**src/rtl/rfd_pkg.sv**
```systemverilog
`default_nettype none

package rfd_pkg;

    typedef logic [7:0] t_byte;

    // Most characters one received word can produce
    localparam int NUM_CHARS = 4;
    localparam int NUM_W     = 3;
    localparam int LEFT_W    = 4;

    // Binary controller frame: length, tags and framing characters
    localparam logic [LEFT_W-1:0] BINARY_LEN = 4'd14;
    localparam t_byte CTRL_TAG_A = 8'h14;
    localparam t_byte CTRL_TAG_B = 8'h0D;
    localparam t_byte CHR_OPEN   = 8'h3C;
    localparam t_byte CHR_X      = 8'h58;
    localparam t_byte CHR_CLOSE  = 8'h3E;

    // Register map
    localparam int    ADDR_W       = 3;
    localparam int    DATA_W       = 32;
    localparam logic  REG_START    = 1'b0;
    localparam logic  REG_END      = 1'b1;
    localparam t_byte START_RESET  = 8'd60;
    localparam t_byte END_RESET    = 8'd62;

    // Frame state that does not depend on the text limit
    typedef struct packed {
        logic              start_pending;
        logic              text_open;
        logic [LEFT_W-1:0] binary_left;
    } t_ctl;

    // Upper-case ASCII hex digit of a nibble
    function automatic t_byte hex_digit(input logic [3:0] nib);
        if (nib < 4'd10) begin
            return 8'h30 + {4'h0, nib};
        end else begin
            return 8'h37 + {4'h0, nib};
        end
    endfunction

endpackage

`default_nettype wire

```
**src/rtl/radio_frame_deframer_hex.sv**
```systemverilog
`default_nettype none

// Radio byte deframer: takes one received byte per word and emits frame characters, one
// per output word. A text frame passes its first TEXT_LIMIT-1 bytes and its end marker;
// a binary controller frame (start marker followed by 0x14 or 0x0D) comes out as "<X",
// two upper-case hex digits per byte and ">". Each accepted byte goes into an input
// register, is decoded combinationally into a result register of up to four characters,
// and those drain one per cycle while the output is not stalled. A byte that yields no
// character leaves the result register empty; one that yields n characters holds the
// input until the last of them leaves, so the single output port draining the result
// register sets the sustained byte rate. The next byte is taken in the same cycle as the
// last character of the previous one leaves. Markers are set over the APB port (start at
// 0x0, end at 0x4) and should be changed only while the block is idle.
module radio_frame_deframer_hex #(
    parameter int TEXT_LIMIT = 100
) (
    input  logic                          i_clk,
    input  logic                          i_rst_n,
    // received bytes
    input  logic                          i_in_valid,
    output logic                          o_in_stall,
    input  rfd_pkg::t_byte                i_in_byte,
    // frame characters
    output logic                          o_out_valid,
    input  logic                          i_out_stall,
    output rfd_pkg::t_byte                o_out_byte,
    // configuration
    input  logic                          psel,
    input  logic                          penable,
    input  logic                          pwrite,
    input  logic [rfd_pkg::ADDR_W-1:0]    paddr,
    input  logic [rfd_pkg::DATA_W-1:0]    pwdata,
    output logic [rfd_pkg::DATA_W-1:0]    prdata,
    output logic                          pready
);
    import rfd_pkg::*;

    localparam int CNT_W = $clog2(TEXT_LIMIT);

    // configuration registers
    t_byte r_start_marker;
    t_byte r_end_marker;

    // input register
    logic  r_in_valid;
    t_byte r_in_byte;

    // frame state
    t_ctl             r_ctl;
    logic [CNT_W-1:0] r_text_count;

    // result register
    t_byte [NUM_CHARS-1:0] r_buf;
    logic  [NUM_W-1:0]     r_buf_cnt;

    t_ctl                  n_ctl;
    logic [CNT_W-1:0]      n_text_count;
    t_byte [NUM_CHARS-1:0] n_chars;
    logic  [NUM_W-1:0]     n_num;

    logic w_pop;
    logic w_free;
    logic w_take;
    logic w_cfg_wr;

    rfd_step #(
        .TEXT_LIMIT (TEXT_LIMIT),
        .CNT_W      (CNT_W)
    ) u_step (
        .i_byte         (r_in_byte),
        .i_start_marker (r_start_marker),
        .i_end_marker   (r_end_marker),
        .i_ctl          (r_ctl),
        .i_text_count   (r_text_count),
        .o_ctl          (n_ctl),
        .o_text_count   (n_text_count),
        .o_chars        (n_chars),
        .o_num          (n_num)
    );

    // Handshake: the result register frees up when its last character leaves
    assign w_pop       = (r_buf_cnt != '0) && !i_out_stall;
    assign w_free      = (r_buf_cnt == '0) || ((r_buf_cnt == NUM_W'(1)) && w_pop);
    assign w_take      = r_in_valid && w_free;
    assign o_in_stall  = r_in_valid && !w_free;
    assign o_out_valid = (r_buf_cnt != '0);
    assign o_out_byte  = r_buf[0];

    // Configuration port
    assign pready   = 1'b1;
    assign w_cfg_wr = psel && penable && pwrite;
    assign prdata   = (paddr[2] == REG_END) ? {{(DATA_W-8){1'b0}}, r_end_marker}
                                            : {{(DATA_W-8){1'b0}}, r_start_marker};

    always_ff @(posedge i_clk) begin
        if (!i_rst_n) begin
            r_start_marker <= START_RESET;
            r_end_marker   <= END_RESET;
        end else if (w_cfg_wr) begin
            if (paddr[2] == REG_START) begin
                r_start_marker <= pwdata[7:0];
            end else begin
                r_end_marker <= pwdata[7:0];
            end
        end
    end

    // Capture a received word
    always_ff @(posedge i_clk) begin
        if (!i_rst_n) begin
            r_in_valid <= 1'b0;
        end else if (i_in_valid && !o_in_stall) begin
            r_in_valid <= 1'b1;
        end else if (w_take) begin
            r_in_valid <= 1'b0;
        end
    end

    always_ff @(posedge i_clk) begin
        if (i_in_valid && !o_in_stall) begin
            r_in_byte <= i_in_byte;
        end
    end

    // Advance frame state when a word is decoded
    always_ff @(posedge i_clk) begin
        if (!i_rst_n) begin
            r_ctl        <= '0;
            r_text_count <= '0;
        end else if (w_take) begin
            r_ctl        <= n_ctl;
            r_text_count <= n_text_count;
        end
    end

    // Load decoded characters, or shift out one per delivered word
    always_ff @(posedge i_clk) begin
        if (!i_rst_n) begin
            r_buf_cnt <= '0;
        end else if (w_take) begin
            r_buf_cnt <= n_num;
        end else if (w_pop) begin
            r_buf_cnt <= r_buf_cnt - NUM_W'(1);
        end
    end

    always_ff @(posedge i_clk) begin
        if (w_take) begin
            r_buf <= n_chars;
        end else if (w_pop) begin
            for (int i = 0; i < NUM_CHARS - 1; i++) begin
                r_buf[i] <= r_buf[i+1];
            end
        end
    end

endmodule

`default_nettype wire

```
**src/rtl/rfd_step.sv**
```systemverilog
`default_nettype none

module rfd_step #(
    parameter int TEXT_LIMIT = 100,
    parameter int CNT_W      = 7
) (
    input  rfd_pkg::t_byte                           i_byte,
    input  rfd_pkg::t_byte                           i_start_marker,
    input  rfd_pkg::t_byte                           i_end_marker,
    input  rfd_pkg::t_ctl                            i_ctl,
    input  logic [CNT_W-1:0]                         i_text_count,
    output rfd_pkg::t_ctl                            o_ctl,
    output logic [CNT_W-1:0]                         o_text_count,
    output rfd_pkg::t_byte [rfd_pkg::NUM_CHARS-1:0]  o_chars,
    output logic [rfd_pkg::NUM_W-1:0]                o_num
);
    import rfd_pkg::*;

    localparam logic [CNT_W-1:0] CNT_MAX = CNT_W'(TEXT_LIMIT - 1);

    logic is_tag;
    logic opened_binary;

    assign is_tag = (i_byte == CTRL_TAG_A) || (i_byte == CTRL_TAG_B);

    // Work out the characters and next frame state for one word
    always_comb begin
        o_ctl         = i_ctl;
        o_text_count  = i_text_count;
        o_chars       = '0;
        o_num         = '0;
        opened_binary = 1'b0;

        if (i_ctl.binary_left != '0) begin
            if (i_ctl.binary_left == LEFT_W'(1)) begin
                // skip the word after the frame
                if (BINARY_LEN == LEFT_W'(1)) begin
                    o_chars[0] = CHR_CLOSE;
                    o_num      = NUM_W'(1);
                end
                o_ctl.binary_left = '0;
            end else begin
                o_chars[0]        = hex_digit(i_byte[7:4]);
                o_chars[1]        = hex_digit(i_byte[3:0]);
                o_num             = NUM_W'(2);
                o_ctl.binary_left = i_ctl.binary_left - LEFT_W'(1);
                if (i_ctl.binary_left == LEFT_W'(2)) begin
                    o_chars[2] = CHR_CLOSE;
                    o_num      = NUM_W'(3);
                end
            end
        end else begin
            // resolve a held start marker
            if (i_ctl.start_pending) begin
                o_ctl.start_pending = 1'b0;
                if (is_tag) begin
                    o_chars[0]        = CHR_OPEN;
                    o_chars[1]        = CHR_X;
                    o_chars[2]        = hex_digit(i_byte[7:4]);
                    o_chars[3]        = hex_digit(i_byte[3:0]);
                    o_num             = NUM_W'(4);
                    o_ctl.binary_left = BINARY_LEN;
                    opened_binary     = 1'b1;
                end else begin
                    o_chars[0]      = i_start_marker;
                    o_num           = NUM_W'(1);
                    o_ctl.text_open = (i_start_marker != i_end_marker);
                    o_text_count    = CNT_W'(1);
                end
            end

            if (!opened_binary) begin
                if (i_byte == i_start_marker) begin
                    // hold the marker, abort any open text frame
                    o_ctl.start_pending = 1'b1;
                    o_ctl.text_open     = 1'b0;
                end else if (o_ctl.text_open) begin
                    if (i_byte == i_end_marker) begin
                        o_chars[o_num[1:0]] = i_byte;
                        o_num               = o_num + NUM_W'(1);
                        o_ctl.text_open     = 1'b0;
                    end else if (o_text_count < CNT_MAX) begin
                        o_chars[o_num[1:0]] = i_byte;
                        o_num               = o_num + NUM_W'(1);
                        o_text_count        = o_text_count + CNT_W'(1);
                    end
                end
            end
        end
    end

endmodule

`default_nettype wire

```
**config.mk**
```make
export PLATFORM = sky130hd
export DESIGN_NAME = radio_frame_deframer_hex
export DESIGN_NICKNAME = d
export VERILOG_FILES = /design/src/rtl/rfd_pkg.sv /design/src/rtl/radio_frame_deframer_hex.sv /design/src/rtl/rfd_step.sv
export SDC_FILE = /design/constraint.sdc
export NUM_CORES = 1
export LEC_CHECK = 0
export BUFFER_PORTS_ARGS = -buffer_cell sky130_fd_sc_hd__buf_2
export CAP_MARGIN = 20
export CORE_UTILIZATION = 55
export CTS_BUF_LIST = sky130_fd_sc_hd__clkbuf_8
export CTS_CLUSTER_SIZE = 24
export DETAILED_ROUTE_END_ITERATION = 16
export GPL_TIMING_DRIVEN = 1
export PLACE_DENSITY = 0.8
export SETUP_SLACK_MARGIN = 0.4
export SYNTH_ARGS = -nofsm -noshare
export SYNTH_HDL_FRONTEND = slang
export SYNTH_SLANG_ARGS = --single-unit
```
**constraint.sdc**
```tcl
create_clock -name i_clk -period 4.3 [get_ports i_clk]
set_input_delay 0 -clock i_clk [delete_from_list [all_inputs] [get_ports i_clk]]
set_output_delay 0 -clock i_clk [all_outputs]
set_load 0.03 [all_outputs]
```
Yosys cells after proc, flatten, opt, wreduce, memory -nomap -nowiden. Index checks and enable logic that the tools add are counted.

Output and inout bits: 43. Logic and storage cells: 117. Register bits: 73. Input port bits: 50.

Eq/ne operators: 8. Add/subtract/negate cells: 8. Bitwise logic cells: 2. $lt $le $gt $ge: 5. Reductions and logical operators: 24. Muxes and demuxes: 57.

Operator list (count): 32-bit 2-to-1 mux (7); 24-bit 2-to-1 mux (5); 7-bit 2-to-1 mux (8); 8-bit 2-to-1 mux (5); 3-bit 2-to-1 mux (12); 32-bit bitwise mux (1); 6-bit by 4-bit adder with 7-bit output, first input constant (4); 8-bit demux with 2-bit select (1); 8-bit equality test (2); 4-bit 2-to-1 mux (3); 6-bit 2-to-1 mux (2); 1-bit 2-to-1 mux (11); 8-bit by 4-bit equality test with 1-bit output, second input constant (1); 8-bit by 5-bit equality test with 1-bit output, second input constant (1); 1-bit logical AND (8); 4-bit < comparator, second input constant (2); 8-bit != test (1); 2-bit nonzero test (4); 7-bit by 1-bit adder with 7-bit output, second input constant (1); 7-bit < comparator, second input constant (1); 2-bit AND reduction (3); 5-bit 2-to-1 mux (1); 4-bit by 1-bit equality test with 1-bit output, second input constant (1); 4-bit by 2-bit equality test with 1-bit output, second input constant (1); other kinds (14) (18).

Longest topological paths before layout.
Depth in word-level cells: 17. Mapped depth: 13. Mapped depth without buffers: 12.

Cells and area by module. From an unflattened synthesis, not the netlist that was laid out.

Cell total of the unflattened synthesis: 501. Area total of the unflattened synthesis: 4850.9 µm².

By module, submodules not included: radio_frame_deframer_hex (sequential area each 1861.8 µm², area each 3198.1 µm², cells each 257, instances 1); rfd_step (sequential area each 0.0 µm², area each 1652.8 µm², cells each 244, instances 1).

Worst setup path after synthesis. No wires, ideal clock.

Path kind: flip-flop to flip-flop. From: register r_in_byte[1]. To: register r_text_count[6]. Cell stages (with the launch flop): 14. Path buffers: 1. Path slack: 1531 ps. Library setup time: 131 ps. Data required time: 4169 ps. Data arrival time: 2637 ps. Period minus slack after synthesis: 2769 ps. Path through: edfxtp_1 -> clkbuf_1 -> inv_1 -> ha_1 -> and3_1 -> o211ai_1 -> nand2_1 -> nand2b_1 -> ha_1 -> and3_1 -> o2111ai_1 -> o211a_1 -> nor3_1 -> a21oi_1.

Word-level cells in the longest chain between the ends: 11. Elaborated cells between the ends (all ways): 21. Those cells by class: add/sub (1); order compare (1); eq/ne (4); mux (14); reduce/logical (1).

Ends and longest elaborated chain: start: declaration (RTL line radio_frame_deframer_hex.sv:46) `t_byte r_in_byte;`; start signal: assignment (RTL line radio_frame_deframer_hex.sv:121) `r_in_byte <= i_in_byte;`; 8-bit by 5-bit equality test with 1-bit output or 8-bit by 4-bit equality test with 1-bit output (tied branches) (RTL line rfd_step.sv:24) `assign is_tag = (i_byte == CTRL_TAG_A) || (i_byte == CTRL_TAG_B);`; 1-bit logical OR (RTL line rfd_step.sv:24); 7-bit 2-to-1 mux (RTL line rfd_step.sv:56) `if (is_tag) begin`; 7-bit 2-to-1 mux (RTL line rfd_step.sv:54) `if (i_ctl.start_pending) begin`; 7-bit 2-to-1 mux (RTL line rfd_step.sv:34) `if (i_ctl.binary_left != '0) begin`; 7-bit by 1-bit adder with 7-bit output or 7-bit < comparator (tied branches) (RTL line rfd_step.sv:85, rfd_step.sv:82); 7-bit 2-to-1 mux (RTL line rfd_step.sv:82) `end else if (o_text_count < CNT_MAX) begin`; 7-bit 2-to-1 mux (RTL line rfd_step.sv:78) `if (i_byte == i_end_marker) begin`; 7-bit 2-to-1 mux (RTL line rfd_step.sv:77) `end else if (o_ctl.text_open) begin`; 7-bit 2-to-1 mux (RTL line rfd_step.sv:73) `if (i_byte == i_start_marker) begin`; 7-bit 2-to-1 mux (*) (RTL line rfd_step.sv:72) `if (!opened_binary) begin`; end signal: assignment (RTL line radio_frame_deframer_hex.sv:132) `r_text_count <= n_text_count;`; end: declaration (RTL line radio_frame_deframer_hex.sv:50) `logic [CNT_W-1:0] r_text_count;`.

Mark *: on every way between the ends. The rest lies on a longest branch, timed or not. The select of a mux whose other input is x is not followed. A chain may end at the register's enable or synchronous reset.

Worst setup path in the final report.
From: register r_in_byte[5]. To: register r_text_count[6].

The elaborated chain is that of the path after synthesis.

==> metrics.txt <==
cell area after synthesis=4380 sq um; Yosys cell types=61; # hold bufs at CTS=17; number of clock buffers inserted by TritonCTS=9; async set-or-reset flop fraction in the synthesized netlist=0%; EDFF count, synth=38; clock latency on the worst-skew pair=360 ps; die boundary height=91.2 um; share of the clock period used by the worst path=78.3%; kind of start point of the critical path=flop; Final Skew=12.7 ps; CP Data Arrival Time=3590 ps; slew of the pin with the lowest slew margin=926 ps; DRC errors left=0; portion of total power attributed to the clock network=23.1%; Filler Cells Inserted=638; maximum fanout along the worst path=10; max-cap violation count=0; final core area utilization=62.9%; worst-case setup margin in the final layout=931 ps; 1st-pass router iterations=6; post-route insts no fill=636; average instance area after synthesis=9.03 sq um; internal power=1.47 mW; Die Outline Area=8330 sq um; max-slew violation count=0; horizontal extent of the die=91.2 um; final instance area=4860 sq um; final hold vios=0; vias in the first global route=3,410; number of warnings printed during yosys synthesis=0; first-iteration detailed-routing DRC count=408; sequential share of the synthesized area=41.1%; HPWL after detailed placement=7070 um; power per cell area=482 nW/um^2; global-route wire length before repair=16,600 um; area growth from synthesis to final layout=10.9%; cells after synthesis=485; CTS Root Cell=clkbuf_8; Clock H-tree levels=3; kind of critical path=flop to flop; RSZ-0062 raised after global routing=no; number of top-level pins=93; Post-Route Hold Slack=76.5 ps; Synth Register Bits=71; buffers inserted by post-CTS timing repair=0; Sw Ratio=37.2%; Row Count=32; placement-stage cell area=4490 sq um; launch point of the worst reg-to-reg path=r_in_byte[5]; main flop type after synthesis=edfxtp_1; combinational share of power=32.3%; port buffer count=41; final critical path time including I/O delays and setup=3370 ps; result of the run=finished clean; Critical path origin=r_in_byte[5]; CTS Sinks=71; total setup violations reported at the end of the flow=0; global routing usage summed across all routing layers=25.4%; placeable core region=7730 sq um; most common cell after layout, fill and taps aside=nand2_1; worst path required time=4520 ps; Power Total=2.34 mW; Via-to-Cell Ratio=5.81; Reg power frac=44.7%; DP Worst Slack=1050 ps; deepest clock path buffer count=2; relative max-transition margin=38.1%; pin count of the biggest net entering global routing=30; clock input transition at the sequential cells of the worst setup and hold paths=80 ps; startpoint of the worst hold path=i_rst_n; final weighted congestion in routability-driven placement=0.904; number of nets in the final layout=593; residual overflow from global routing=0; number of gates resized after CTS=0; DR vias=3,696; commonest cells after routing, fill and taps aside=68 x nand2_1, 41 x buf_2, 38 x edfxtp_1, 34 x a21oi_1; CTS tree=built; initial antenna violation count=0; fraction of layout instances using a drive strength above 1=15.9%; timing-limited maximum frequency=0.297 GHz; CP endpoint kind=flop; drt wl/cell=15.8 um; starting density of the core=56.7%; number of placed instances, taps included=603; number of routed nets with antenna violations=0; Leakage Power=1.92 nW; Net Sw Power=0.870 mW; path type of the worst min-delay path=input port to flop; antenna diode instance count=0; final wirelength=10,100 um; peak ir drop on the vdd network=0.232 mV; setup total negative slack=0 ps
worst max-delay path, stage by stage, from the launching register on:
cell and delay, ps:
edfxtp_1 560, inv_1 190, ha_1 220, and3b_1 190, o211ai_1 490, nand2_1 350, nand2b_1 160, ha_1 200
and3_1 190, o2111ai_1 170, o211a_1 240, nor3_1 190, a21oi_1 90
area by class of cell:
class | count | area, sq um | area share [%]
clock buffers | 9 | 124 | 2.55
clock inverters | 7 | 72.6 | 1.49
inverters | 18 | 67.6 | 1.39
multi-input cells | 368 | 2270 | 46.7
flip-flops and latches | 71 | 1800 | 37.1
well taps | 102 | 128 | 2.63
repair buffers | 61 | 398 | 8.19
power by group through the flow:
stage,clock network (mW),logic (mW),registers [mW]
after floorplan,0,0.637,1.02
after global placement,0,0.712,1.05
after detailed placement,0,0.733,1.06
after CTS,0.540,0.747,1.04
after global routing,0.575,0.826,1.06
final,0.540,0.755,1.05
flip-flops by register name, summed over array words and instances, names as in the netlist:
name / count
r_buf: 22
r_buf_cnt: 3
r_start_marker: 8
r_in_valid: 1
r_end_marker: 8
r_ctl: 6
r_in_byte: 8
r_text_count: 7
o_out_byte: 8
routing by layer:
metal / wire [um] / global-route usage [%]
met1: 4340 / 33.3
met2: 4750 / 41.0
met3: 744 / 4.27
met4: 237 / 11.5
met5: 0 / 0
worst paths after layout:
kind | to | slack [ps] | cells past startpoint
max | r_text_count[6] | 930 | 12
min | r_start_marker[4] | 80 | 2
max reg2reg | r_text_count[6] | 930 | 12
min reg2reg | r_buf[18] | 520 | 1
synthesized netlist by cell type, types with 2 or more instances:
master	number	area share, %
nand2_1	68	5.8
a2111oi_4	2	1.3
a21oi_1	35	4.0
dfxtp_1	33	15
and2_1	4	0.57
o2111a_1	2	0.51
nand4_1	10	1.4
mux2i_1	3	0.69
a21boi_0	4	0.69
nor2b_1	3	0.43
clkbuf_1	12	1.0
xnor2_1	26	5.2
a22o_1	4	0.80
or2_2	3	0.43
and3_1	6	0.86
nand2b_1	3	0.43
o211a_1	3	0.69
o21a_1	8	1.4
or3_1	5	0.71
conb_1	2	0.17
a22oi_1	2	0.34
o2111ai_1	2	0.40
buf_2	4	0.46
o21ai_0	24	2.7
nor3_1	7	0.80
a31oi_1	6	0.86
nor2_1	33	2.8
edfxtp_1	38	26
a221o_1	4	0.91
buf_6	2	0.51
inv_1	16	1.4
nand3_1	21	2.4
mux2_2	10	2.6
o211ai_1	4	0.69
a21o_1	3	0.51
ha_1	14	4.0
nor4_1	3	0.43
buf_4	33	5.7
cell families after synthesis:
kind of cell	count (synthesis)	share of synthesized area, %
DFF	71	41.1
other	2	0.171
buffers and inverters	70	9.28
and+or+nand+nor	176	19.1
AOI/OAI and AO/OA	113	17.9
xor gates and xnor gates	26	5.20
adders and majority gates	14	4.00
muxes	13	3.26
(Power assumes the default switching activity.)
